### config.mk
export PLATFORM = sky130hd
export DESIGN_NAME = top_k_sorted_insert_list
export DESIGN_NICKNAME = d
export VERILOG_FILES = /design/src/design/tksil_pkg.sv /design/src/design/tksil_cell.sv /design/src/design/top_k_sorted_insert_list.sv
export VERILOG_INCLUDE_DIRS = /design/src /design/src/design
export SDC_FILE = /design/constraint.sdc
export NUM_CORES = 1
export LEC_CHECK = 0
export ABC_AREA = 1
export BUFFER_PORTS_ARGS = -buffer_cell sky130_fd_sc_hd__clkbuf_2
export CORE_ASPECT_RATIO = 1.2
export CORE_MARGIN = 5
export CORE_UTILIZATION = 58
export DETAILED_ROUTE_END_ITERATION = 10
export PLACE_DENSITY = 0.76
export RECOVER_POWER = 100
export SLEW_MARGIN = 20
export SYNTH_ARGS = -nofsm -noshare
export SYNTH_HDL_FRONTEND = slang
export SYNTH_SLANG_ARGS = --single-unit
### constraint.sdc
create_clock -name i_clk -period 11.6 [get_ports i_clk]
set_input_delay 3.48 -clock i_clk [delete_from_list [all_inputs] [get_ports i_clk]]
set_output_delay 3.48 -clock i_clk [all_outputs]
set_load 0.05 [all_outputs]
### src/design/assert_macros.svh
// Assertion helpers included by the top-level RTL file.
`ifndef ASSERT_MACROS_SVH
`define ASSERT_MACROS_SVH

`ifndef SYNTHESIS

`define ASSERT_ALWAYS(lbl, clk, rst_n, expr, msg) \
    lbl: assert property (@(posedge clk) disable iff (!rst_n) (expr)) else $error(msg);

`define ASSERT_IMPL(lbl, clk, rst_n, ante, cons, msg) \
    lbl: assert property (@(posedge clk) disable iff (!rst_n) (ante) |-> (cons)) \
        else $error(msg);

`define ASSERT_NEXT(lbl, clk, rst_n, ante, cons, msg) \
    lbl: assert property (@(posedge clk) disable iff (!rst_n) (ante) |=> (cons)) \
        else $error(msg);

`else

`define ASSERT_ALWAYS(lbl, clk, rst_n, expr, msg)
`define ASSERT_IMPL(lbl, clk, rst_n, ante, cons, msg)
`define ASSERT_NEXT(lbl, clk, rst_n, ante, cons, msg)

`endif

`endif

### src/design/tksil_pkg.sv
package tksil_pkg;

    localparam int SCORE_W     = 32;
    localparam int TAG_IN_W    = 16;
    localparam int TAG_WIDE_W  = 32;
    localparam int RRANK_W     = 3;
    localparam int RANK_OUT_W  = 3;
    localparam int CNT_OUT_W   = 4;
    localparam int CFG_W       = 4;
    localparam int OPCODE_W    = 2;
    localparam int IN_TDATA_W  = 56;
    localparam int OUT_TDATA_W = 64;

    localparam logic [CFG_W-1:0] MAX_KEPT_RESET = 4'd8;

    typedef enum logic [OPCODE_W-1:0] {
        OP_CLEAR  = 2'd0,
        OP_INSERT = 2'd1,
        OP_READ   = 2'd2,
        OP_NOP    = 2'd3
    } t_opcode;

    typedef struct packed {
        logic                      shift_en;
        logic signed [SCORE_W-1:0] score;
    } t_cell_ctl;

endpackage

### src/design/tksil_cell.sv
module tksil_cell #(
    parameter int TAG_W = 16
) (
    input  logic                               i_clk,
    input  tksil_pkg::t_cell_ctl               i_ctl,
    input  logic [TAG_W-1:0]                   i_new_tag,
    input  logic                               i_in_use,
    input  logic                               i_prev_at_after,
    input  logic signed [tksil_pkg::SCORE_W-1:0] i_prev_score,
    input  logic [TAG_W-1:0]                   i_prev_tag,
    output logic                               o_at_after,
    output logic signed [tksil_pkg::SCORE_W-1:0] o_score,
    output logic [TAG_W-1:0]                   o_tag
);
    import tksil_pkg::*;

    logic signed [SCORE_W-1:0] r_score;
    logic [TAG_W-1:0]          r_tag;

    // The insert point lies at or before this cell once the new score beats it or the cell is empty.
    assign o_at_after = i_prev_at_after || !i_in_use || (i_ctl.score > r_score);
    assign o_score    = r_score;
    assign o_tag      = r_tag;

    always_ff @(posedge i_clk) begin
        if (i_ctl.shift_en) begin
            if (i_prev_at_after) begin
                r_score <= i_prev_score;
                r_tag   <= i_prev_tag;
            end else if (o_at_after) begin
                r_score <= i_ctl.score;
                r_tag   <= i_new_tag;
            end
        end
    end

endmodule

### src/design/top_k_sorted_insert_list.sv
// A result beat appears in the cycle after its input beat is accepted.
// Throughput: one item per cycle unless the output stalls; cells compare and shift
// in the same cycle, and the output register frees up in the cycle its beat is taken.
// Reset: synchronous, active low; the list becomes empty, max_kept returns to 8
// and the output register is emptied. Stored entries are undefined until written.
module top_k_sorted_insert_list #(
    parameter int DEPTH    = 8,
    parameter int TAG_BITS = 16
) (
    input  logic                              i_clk,
    input  logic                              i_rst_n,
    input  logic                              i_cfg_we,
    input  logic [tksil_pkg::CFG_W-1:0]       i_cfg_wdata,
    input  logic                              s_axis_tvalid,
    output logic                              s_axis_tready,
    // score[31:0], tag[47:32], read_rank[50:48], zero fill above
    input  logic [tksil_pkg::IN_TDATA_W-1:0]  s_axis_tdata,
    // opcode[1:0]
    input  logic [tksil_pkg::OPCODE_W-1:0]    s_axis_tuser,
    output logic                              m_axis_tvalid,
    input  logic                              m_axis_tready,
    // accepted[0], rank[3:1], count[7:4], entry_valid[8], out_score[40:9],
    // out_tag[56:41], zero fill above
    output logic [tksil_pkg::OUT_TDATA_W-1:0] m_axis_tdata
);
    import tksil_pkg::*;

    `include "assert_macros.svh"

    localparam int CW   = $clog2(DEPTH + 1);
    localparam int CMPW = (CW > 4) ? CW : 4;

    logic [CFG_W-1:0]       r_max_kept;
    logic [CW-1:0]          r_count;
    logic [CW-1:0]          n_count;
    logic                   r_out_valid;
    logic [OUT_TDATA_W-1:0] r_out_data;
    logic [OUT_TDATA_W-1:0] n_out_data;

    logic                      w_s_fire;
    t_opcode                   w_opcode;
    logic signed [SCORE_W-1:0] w_score;
    logic [TAG_IN_W-1:0]       w_tag_in;
    logic [RRANK_W-1:0]        w_rrank;
    logic [TAG_WIDE_W-1:0]     w_tag_wide;
    logic [TAG_BITS-1:0]       w_tag;

    logic [CW-1:0]   w_lim;
    logic [CW-1:0]   w_p;
    logic            w_full;
    logic            w_accept;
    t_cell_ctl       w_ctl;

    logic [DEPTH-1:0]          w_at_after;
    logic signed [SCORE_W-1:0] w_cell_score [DEPTH];
    logic [TAG_BITS-1:0]       w_cell_tag   [DEPTH];

    assign w_s_fire   = s_axis_tvalid && s_axis_tready;
    assign w_opcode   = t_opcode'(s_axis_tuser);
    assign w_score    = s_axis_tdata[SCORE_W-1:0];
    assign w_tag_in   = s_axis_tdata[SCORE_W+TAG_IN_W-1:SCORE_W];
    assign w_rrank    = s_axis_tdata[SCORE_W+TAG_IN_W+RRANK_W-1:SCORE_W+TAG_IN_W];
    assign w_tag_wide = TAG_WIDE_W'(w_tag_in);
    assign w_tag      = w_tag_wide[TAG_BITS-1:0];

    assign s_axis_tready = !r_out_valid || m_axis_tready;
    assign m_axis_tvalid = r_out_valid;
    assign m_axis_tdata  = r_out_data;

    always_comb begin
        logic [CMPW-1:0] mk_ext;
        mk_ext = CMPW'(r_max_kept);
        if (mk_ext == '0) begin
            w_lim = CW'(1);
        end else if (mk_ext > CMPW'(DEPTH)) begin
            w_lim = CW'(DEPTH);
        end else begin
            w_lim = mk_ext[CW-1:0];
        end
    end

    always_comb begin
        w_p = CW'(DEPTH);
        for (int i = DEPTH - 1; i >= 0; i--) begin
            if (w_at_after[i]) begin
                w_p = CW'(i);
            end
        end
    end

    assign w_full   = (r_count >= w_lim);
    assign w_accept = !w_full || (w_p < w_lim);

    assign w_ctl.shift_en = w_s_fire && (w_opcode == OP_INSERT) && w_accept;
    assign w_ctl.score    = w_score;

    genvar g;
    generate
        for (g = 0; g < DEPTH; g++) begin : g_cell
            logic                      prev_at_after;
            logic signed [SCORE_W-1:0] prev_score;
            logic [TAG_BITS-1:0]       prev_tag;

            if (g == 0) begin : g_head
                assign prev_at_after = 1'b0;
                assign prev_score    = w_score;
                assign prev_tag      = w_tag;
            end else begin : g_body
                assign prev_at_after = w_at_after[g-1];
                assign prev_score    = w_cell_score[g-1];
                assign prev_tag      = w_cell_tag[g-1];
            end

            tksil_cell #(
                .TAG_W (TAG_BITS)
            ) u_cell (
                .i_clk           (i_clk),
                .i_ctl           (w_ctl),
                .i_new_tag       (w_tag),
                .i_in_use        (CW'(g) < r_count),
                .i_prev_at_after (prev_at_after),
                .i_prev_score    (prev_score),
                .i_prev_tag      (prev_tag),
                .o_at_after      (w_at_after[g]),
                .o_score         (w_cell_score[g]),
                .o_tag           (w_cell_tag[g])
            );
        end
    endgenerate

    always_comb begin
        logic                      accepted;
        logic [7:0]                p_wide;
        logic [7:0]                cnt_wide;
        logic                      entry_valid;
        logic signed [SCORE_W-1:0] rd_score;
        logic [TAG_WIDE_W-1:0]     rd_tag;

        n_count     = r_count;
        accepted    = 1'b0;
        p_wide      = '0;
        cnt_wide    = '0;
        entry_valid = 1'b0;
        rd_score    = '0;
        rd_tag      = '0;

        case (w_opcode)
            OP_CLEAR: begin
                n_count = '0;
            end
            OP_INSERT: begin
                if (w_accept) begin
                    accepted       = 1'b1;
                    p_wide[CW-1:0] = w_p;
                    n_count        = w_full ? w_lim : CW'(r_count + 1'b1);
                end
            end
            OP_READ: begin
                if (CMPW'(w_rrank) < CMPW'(r_count)) begin
                    entry_valid = 1'b1;
                    for (int i = 0; i < DEPTH; i++) begin
                        if (CMPW'(w_rrank) == CMPW'(i)) begin
                            rd_score               = w_cell_score[i];
                            rd_tag[TAG_BITS-1:0]   = w_cell_tag[i];
                        end
                    end
                end
            end
            default: begin
            end
        endcase

        cnt_wide[CW-1:0] = n_count;
        n_out_data = '0;
        n_out_data[0]     = accepted;
        n_out_data[3:1]   = p_wide[RANK_OUT_W-1:0];
        n_out_data[7:4]   = cnt_wide[CNT_OUT_W-1:0];
        n_out_data[8]     = entry_valid;
        n_out_data[40:9]  = rd_score;
        n_out_data[56:41] = rd_tag[TAG_IN_W-1:0];
    end

    always_ff @(posedge i_clk) begin
        if (!i_rst_n) begin
            r_max_kept  <= MAX_KEPT_RESET;
            r_count     <= '0;
            r_out_valid <= 1'b0;
        end else begin
            if (i_cfg_we) begin
                r_max_kept <= i_cfg_wdata;
            end
            if (w_s_fire) begin
                r_count     <= n_count;
                r_out_valid <= 1'b1;
            end else if (m_axis_tready) begin
                r_out_valid <= 1'b0;
            end
        end
    end

    always_ff @(posedge i_clk) begin
        if (w_s_fire) begin
            r_out_data <= n_out_data;
        end
    end

    `ASSERT_ALWAYS(a_count_max, i_clk, i_rst_n, r_count <= CW'(DEPTH), "count above depth")
    `ASSERT_NEXT(a_clear_empties, i_clk, i_rst_n, w_s_fire && (w_opcode == OP_CLEAR), r_count == '0, "clear did not empty the list")
    `ASSERT_IMPL(a_out_from_in, i_clk, i_rst_n, $rose(r_out_valid), $past(w_s_fire), "result beat without input beat")

    generate
        for (g = 1; g < DEPTH; g++) begin : g_order_chk
            `ASSERT_IMPL(a_sorted, i_clk, i_rst_n, CW'(g) < r_count, w_cell_score[g-1] >= w_cell_score[g], "list out of order")
        end
    endgenerate

endmodule
==> impl_metrics.env, run 1 <==
export IMPL_avgRoutedWirePerCell_um=20.99
export IMPL_synth_edf_count=441
export IMPL_synth_compound_area_share_pct=15.73
export IMPL_run_status="complete, but fails checks"
export IMPL_firstDrtPassIters=6
export IMPL_synthSimpleGateAreaFrac_pct=13.71
export IMPL_final_hold_viol_count=0
export IMPL_skew_ns=0.02666
export IMPL_leakagePower_nw=12.83
export IMPL_synth_area_per_cell_um2=9.073
export IMPL_worstMarginPinSlew_ns=4.627
export IMPL_synthMuxAreaShare_pct=0
export IMPL_cp_common_cell="nand2_1"
export IMPL_max_cap_viol_count=8
export IMPL_vias_per_cell=5.983
export IMPL_grt_max_degree=99
export IMPL_cts_buffers=48
export IMPL_synth_adder_area_share_pct=12.37
export IMPL_synth_seq_cells=450
export IMPL_period_share_pct=88.28
export IMPL_cp_max_fo=34
export IMPL_routabilityCongestion=0.9433
export IMPL_synth_xor_area_share_pct=0.09731
export IMPL_antenna_cells=0
export IMPL_cts_tree="yes"
export IMPL_cp_required_ns=11.87
export IMPL_violations="capacitance limit, slew limit"
export IMPL_synth_area_mm2=0.02700
export IMPL_ctsHoldBuffers=0
export IMPL_grt_use_total_pct=30.70
export IMPL_cpMaxStageDelayCell="nor2_4"
export IMPL_synth_top_family_by_area="compound AO/OA/AOI/OAI gates"
export IMPL_hold_path_class="flop to flop"
export IMPL_pwr_share_clk_pct=38.6
export IMPL_portBuffers=120
export IMPL_power_density_mw_per_mm2=135.3
export IMPL_ctsResizeCount=0
export IMPL_fmax_ghz=0.09766
export IMPL_worstSetupPathType="input pin to flop"
export IMPL_die_width_um=207.0
export IMPL_rows=86
export IMPL_cts_buffer_depth=3
export IMPL_synth_distinct_cells=46
export IMPL_start_kind="input pin"
export IMPL_coreArea_mm2=0.04605
export IMPL_pre_cts_slack_ns=1.530
export IMPL_max_stage_delay_ns=0.70
export IMPL_finalWorstSetupSlack_ns=1.360
export IMPL_die_area_mm2=0.05099
export IMPL_switching_share_pct=27.59
export IMPL_period_minus_slack_ns=10.24
export IMPL_fin_tns_setup_ns=0
export IMPL_io_pins=133
export IMPL_rsz0062_at_grt="false"
export IMPL_p_seq_share_pct=47.3
export IMPL_initial_core_util_pct=58.63
export IMPL_maxSlewViolCount=468
export IMPL_final_area_mm2=0.02960
export IMPL_nNetsFinal=3395
export IMPL_clkTransAtPathRegs_ns=0.06
export IMPL_syn_to_final_growth_pct=9.615
export IMPL_peakVddDrop_v=0.0001341
export IMPL_slew_headroom_pct=-208.5
export IMPL_ys_warn_count=0
export IMPL_clock_latency_ns=0.61
export IMPL_drtIter0Drc=1917
export IMPL_arrival_ns=10.51
export IMPL_drcViolationCount=0
export IMPL_routed_wl_mm=77.95
export IMPL_synthArstFlopShare_pct=0
export IMPL_internal_power_w=0.002899
export IMPL_grt_pass1_vias=22080
export IMPL_place_area_mm2=0.02826
export IMPL_setup_violations_final=0
export IMPL_die_h_um=246.4
export IMPL_ys_flop_type="edfxtp_1"
export IMPL_end_kind="flop"
export IMPL_cts_sinks=450
export IMPL_cts_max_level=2
export IMPL_dp_hpwl_mm=50.69
export IMPL_p_comb_share_pct=14.1
export IMPL_ant_nets=0
export IMPL_yosysSeqAreaShare_pct=49.71
export IMPL_vias=22210
export IMPL_cts_root_buf="clkbuf_16"
export IMPL_netlist_instances=2976
export IMPL_grt_overflow=0
export IMPL_grt_pass1_wl_mm=121.1
export IMPL_cts_setup_buffers=0
export IMPL_layout_drive_gt1_share_pct=3.972
export IMPL_p_switching_w=0.001104
export IMPL_antenna_found_initial=3
[flip-flops by register name, summed over array words and instances, names as in the netlist]
signal	cells
g_cell.u_cell.o_tag	128
g_cell.u_cell.o_score	256
m_axis_tdata	57
r_max_kept	4
m_axis_tvalid	1
r_count	4
[final cells by class]
| type | count | area [um^2] |
|---|---|---|
| multi-input cells | 1954 | 11420 |
| well taps | 616 | 770.7 |
| inverters | 455 | 1709 |
| clock buffers | 58 | 1249 |
| fillers | 3870 | 16460 |
| flip-flops and latches | 450 | 13420 |
| repair buffers | 152 | 732.0 |
| clock inverters | 28 | 296.5 |
[worst max-delay path, delay by kind of cell]
| kind | cells | cell delay [ns] |
|---|---|---|
| buffers and inverters | 8 | 1.74 |
| AND/OR/NAND/NOR | 22 | 4.61 |
| adder cells (fa/ha/maj) | 2 | 0.64 |
[power groups by stage]
stage / combinational, W / clock, W / sequential, W
finish: 0.000563 / 0.00155 / 0.00189
global route: 0.000624 / 0.00163 / 0.00190
CTS: 0.000565 / 0.00156 / 0.00189
detailed placement: 0.000560 / 0 / 0.00193
global placement: 0.000541 / 0 / 0.00192
floorplan: 0.000317 / 0 / 0.00197
[per-stage QoR]
step                hold WS [ns]  utilization, %  std cells  total power, W
floorplan                 0.4798               -       2982        0.002288
global placement          0.5017           61.36       3627        0.002465
detailed placement        0.5210           61.36       3627        0.002486
CTS                       0.5402           64.72       3713        0.004016
global route              0.5768           64.27       3713        0.004153
finish                    0.5319           64.27       3713        0.004004
[cell usage after synthesis (all sizes together) (4+ instances only)]
master	count	area, um^2
o21a	9	67.56
buf	42	246.5
dfxtp	9	180.2
a41oi	4	35.03
nand4	24	150.1
o221ai	15	131.4
nand3	54	270.3
nor2	138	539.3
a31oi	4	25.02
a211oi	27	202.7
o21ai	404	2022
clkinv	4	15.01
nor4	10	62.56
a221oi	5	43.79
nand2	674	2560
o22ai	31	193.9
nor3	14	75.07
o2111ai	42	367.9
a21oi	188	940.9
edfxtp	441	13240
inv	451	1693
clkbuf	81	304.0
ha	267	3341
o211ai	22	165.2
o21bai	4	30.03
[layer usage]
| layer | track usage (%) | part of all wire [%] | up-vias |
|---|---|---|---|
| met5 | 0 | 0.028 | - |
| met4 | 11.86 | 4.4 | 4 |
| met3 | 5.608 | 9.8 | 246 |
| met2 | 52.14 | 48 | 1161 |
| met1 | 39.12 | 38 | 10380 |
| li1 | - | - | 10420 |
[layout by cell type (no fill, tap or decap), types with 22 or more instances in the layout]
| master | instances |
|---|---|
| nand4_1 | 24 |
| o2111ai_1 | 42 |
| a21oi_1 | 188 |
| clkbuf_16 | 48 |
| ha_1 | 267 |
| a211oi_1 | 27 |
| edfxtp_1 | 441 |
| nor2_1 | 127 |
| o211ai_1 | 22 |
| nand2_1 | 670 |
| o22ai_1 | 31 |
| inv_1 | 450 |
| nand3_1 | 53 |
| clkbuf_1 | 128 |
| o21ai_0 | 402 |
[final timing paths]
| path | to | depth (start not counted) | slack (ns) | from |
|---|---|---|---|---|
| max | g_cell[2].u_cell.o_score[10] | 32 | 1.36 | s_axis_tdata[31] |
| min | r_max_kept[0] | 2 | 0.53 | r_max_kept[0] |
| max reg2reg | g_cell[2].u_cell.o_score[10] | 32 | 4.32 | g_cell[0].u_cell.o_score[31] |
| min reg2reg | r_max_kept[0] | 2 | 0.53 | r_max_kept[0] |
[cell families (layout without fill, tap and decap cells)]
logic type | Yosys count | in the layout
buf+inv | 578 | 693
simple gates | 919 | 919
xor+xnor | 3 | 3
other cells | 1 | 7
fa+ha+maj | 267 | 267
compound gates | 758 | 758
flops | 450 | 450
(Power assumes the default switching activity.)
==> run 2: changes to the inputs <==
==> constraint.sdc (replaced) <==
create_clock -name i_clk -period 11.6 [get_ports i_clk]
set_input_delay 3.48 -clock i_clk [delete_from_list [all_inputs] [get_ports i_clk]]
set_output_delay 3.48 -clock i_clk [all_outputs]
set_load 0.005 [all_outputs]
==> run 2 against run 1 <==
The run still ends with capacitance limit, slew limit left. Sequential share of layout area hardly changed. Setup slack improved by 0.0070 ns. Routed wire length about the same. Flip-flop and latch count is the same. Total power down 1.3%. Cell area hardly changed. Final cell count stayed put. Hold slack improved by 0.0068 ns. Clock-buffer cell count stayed put. Die area is the same. Via count fell by 0.21%. Critical endpoint is now g_cell[2].u_cell.o_score[11].
==> impl_metrics.env, run 2 (synthesis gave the netlist of run 1 again) <==
export IMPL_run_status="complete, but fails checks"
export IMPL_violations="capacitance limit, slew limit"
export IMPL_cts_sinks=450
export IMPL_io_pins=133
export IMPL_die_width_um=207.0
export IMPL_fin_tns_setup_ns=0
export IMPL_place_area_mm2=0.02826
export IMPL_vias=22170
export IMPL_fmax_ghz=0.09772
export IMPL_antenna_cells=0
export IMPL_largest_reg_flops=256
export IMPL_cts_buffer_depth=3
export IMPL_period_minus_slack_ns=10.23
export IMPL_worstMarginPinSlew_ns=4.615
export IMPL_cts_tree="yes"
export IMPL_routabilityCongestion=0.9433
export IMPL_cts_max_level=2
export IMPL_cts_buffers=48
export IMPL_skew_ns=0.02299
export IMPL_portBuffers=120
export IMPL_cp_required_ns=11.87
export IMPL_cp_common_cell="nand2_1"
export IMPL_drtIter0Drc=1910
export IMPL_ant_nets=0
export IMPL_start_kind="input pin"
export IMPL_initial_core_util_pct=58.63
export IMPL_mostFrequentLayoutCells="670 x nand2_1, 450 x inv_1, 441 x edfxtp_1"
export IMPL_maxSlewViolCount=468
export IMPL_ctsResizeCount=0
export IMPL_routed_wl_mm=77.92
export IMPL_mostFrequentLayoutCell="nand2_1"
export IMPL_ctsHoldBuffers=0
export IMPL_nNetsFinal=3395
export IMPL_final_hold_viol_count=0
export IMPL_hold_path_class="flop to flop"
export IMPL_worstSetupPathType="input pin to flop"
export IMPL_leakagePower_nw=12.88
export IMPL_grt_overflow=0
export IMPL_power_density_mw_per_mm2=133.4
export IMPL_dp_hpwl_mm=50.69
export IMPL_setup_violations_final=0
export IMPL_max_cap_viol_count=8
export IMPL_layout_drive_gt1_share_pct=4.456
export IMPL_syn_to_final_growth_pct=9.685
export IMPL_grt_use_total_pct=30.70
export IMPL_power_total_w=0.003952
export IMPL_cts_root_buf="clkbuf_16"
export IMPL_die_area_mm2=0.05099
export IMPL_die_h_um=246.4
export IMPL_grt_pass1_wl_mm=121.1
export IMPL_arrival_ns=10.50
export IMPL_peakVddDrop_v=0.0001340
export IMPL_clkTransAtPathRegs_ns=0.06
export IMPL_dp_cells=3627
export IMPL_cts_setup_buffers=0
export IMPL_avgRoutedWirePerCell_um=20.99
export IMPL_cp_max_fo=34
export IMPL_coreArea_mm2=0.04605
export IMPL_max_stage_delay_ns=0.70
export IMPL_end_kind="flop"
export IMPL_cpMaxStageDelayCell="nor2_4"
export IMPL_slew_headroom_pct=-207.7
export IMPL_firstDrtPassIters=8
export IMPL_period_share_pct=88.22
export IMPL_drcViolationCount=0
export IMPL_clock_latency_ns=0.61
export IMPL_grt_pass1_vias=22080
export IMPL_final_area_mm2=0.02962
export IMPL_vias_per_cell=5.970
export IMPL_antenna_found_initial=3
export IMPL_final_cells=3713
export IMPL_rows=86
export IMPL_final_util_pct=64.31
export IMPL_rsz0062_at_grt="false"
export IMPL_grt_max_degree=99
[run 2: cell types whose count changed in the layout (fill, tap and decap cells not counted)]
cell / previous run / this run
clkbuf_1: 128 / 113
clkbuf_2: 10 / 25
[run 2: metal layers]
layer  track usage [%]  wire [um]  part of all wire (%)
met5                 0         22                 0.028
met4             11.86       3296                   4.2
met3             5.608       7559                   9.7
met2             52.14      37660                    48
met1             39.12      29380                    38
[run 2: metrics by stage]
stage / hold slack, ns / worst slack (ns)
after floorplan: 0.4798 / 2.240
after global placement: 0.5017 / 1.570
after detailed placement: 0.5210 / 1.530
after CTS: 0.5402 / 2.123
after global routing: 0.5768 / 0.8646
final: 0.5387 / 1.367
[run 2: critical path, delay by kind of cell]
| kind | cells | cell delay [ns] |
|---|---|---|
| fa+ha+maj | 2 | 0.64 |
| buf+inv | 8 | 1.73 |
| simple gates | 22 | 4.63 |
[run 2: layout make-up]
type / instances / area [um^2]
flip-flops and latches: 450 / 13420
well taps: 616 / 770.7
clock inverters: 28 / 296.5
clock buffers: 58 / 1249
inverters: 455 / 1709
multi-input cells: 1954 / 11420
repair buffers: 152 / 750.7
fillers: 3863 / 16440
[run 2: final timing paths]
kind	from	to	slack, ns	depth (start not counted)
max reg2reg	g_cell[0].u_cell.o_score[31]	g_cell[2].u_cell.o_score[10]	4.33	32
max	s_axis_tdata[31]	g_cell[2].u_cell.o_score[11]	1.37	32
min	r_max_kept[0]	r_max_kept[0]	0.54	2
min reg2reg	r_max_kept[0]	r_max_kept[0]	0.54	2
[run 2: power by group]
part	internal, W	switching, W	leakage (nW)
logic	0.000153	0.000360	7.96
registers	0.00187	0.0000268	4.17
clock network	0.000880	0.000665	0.752
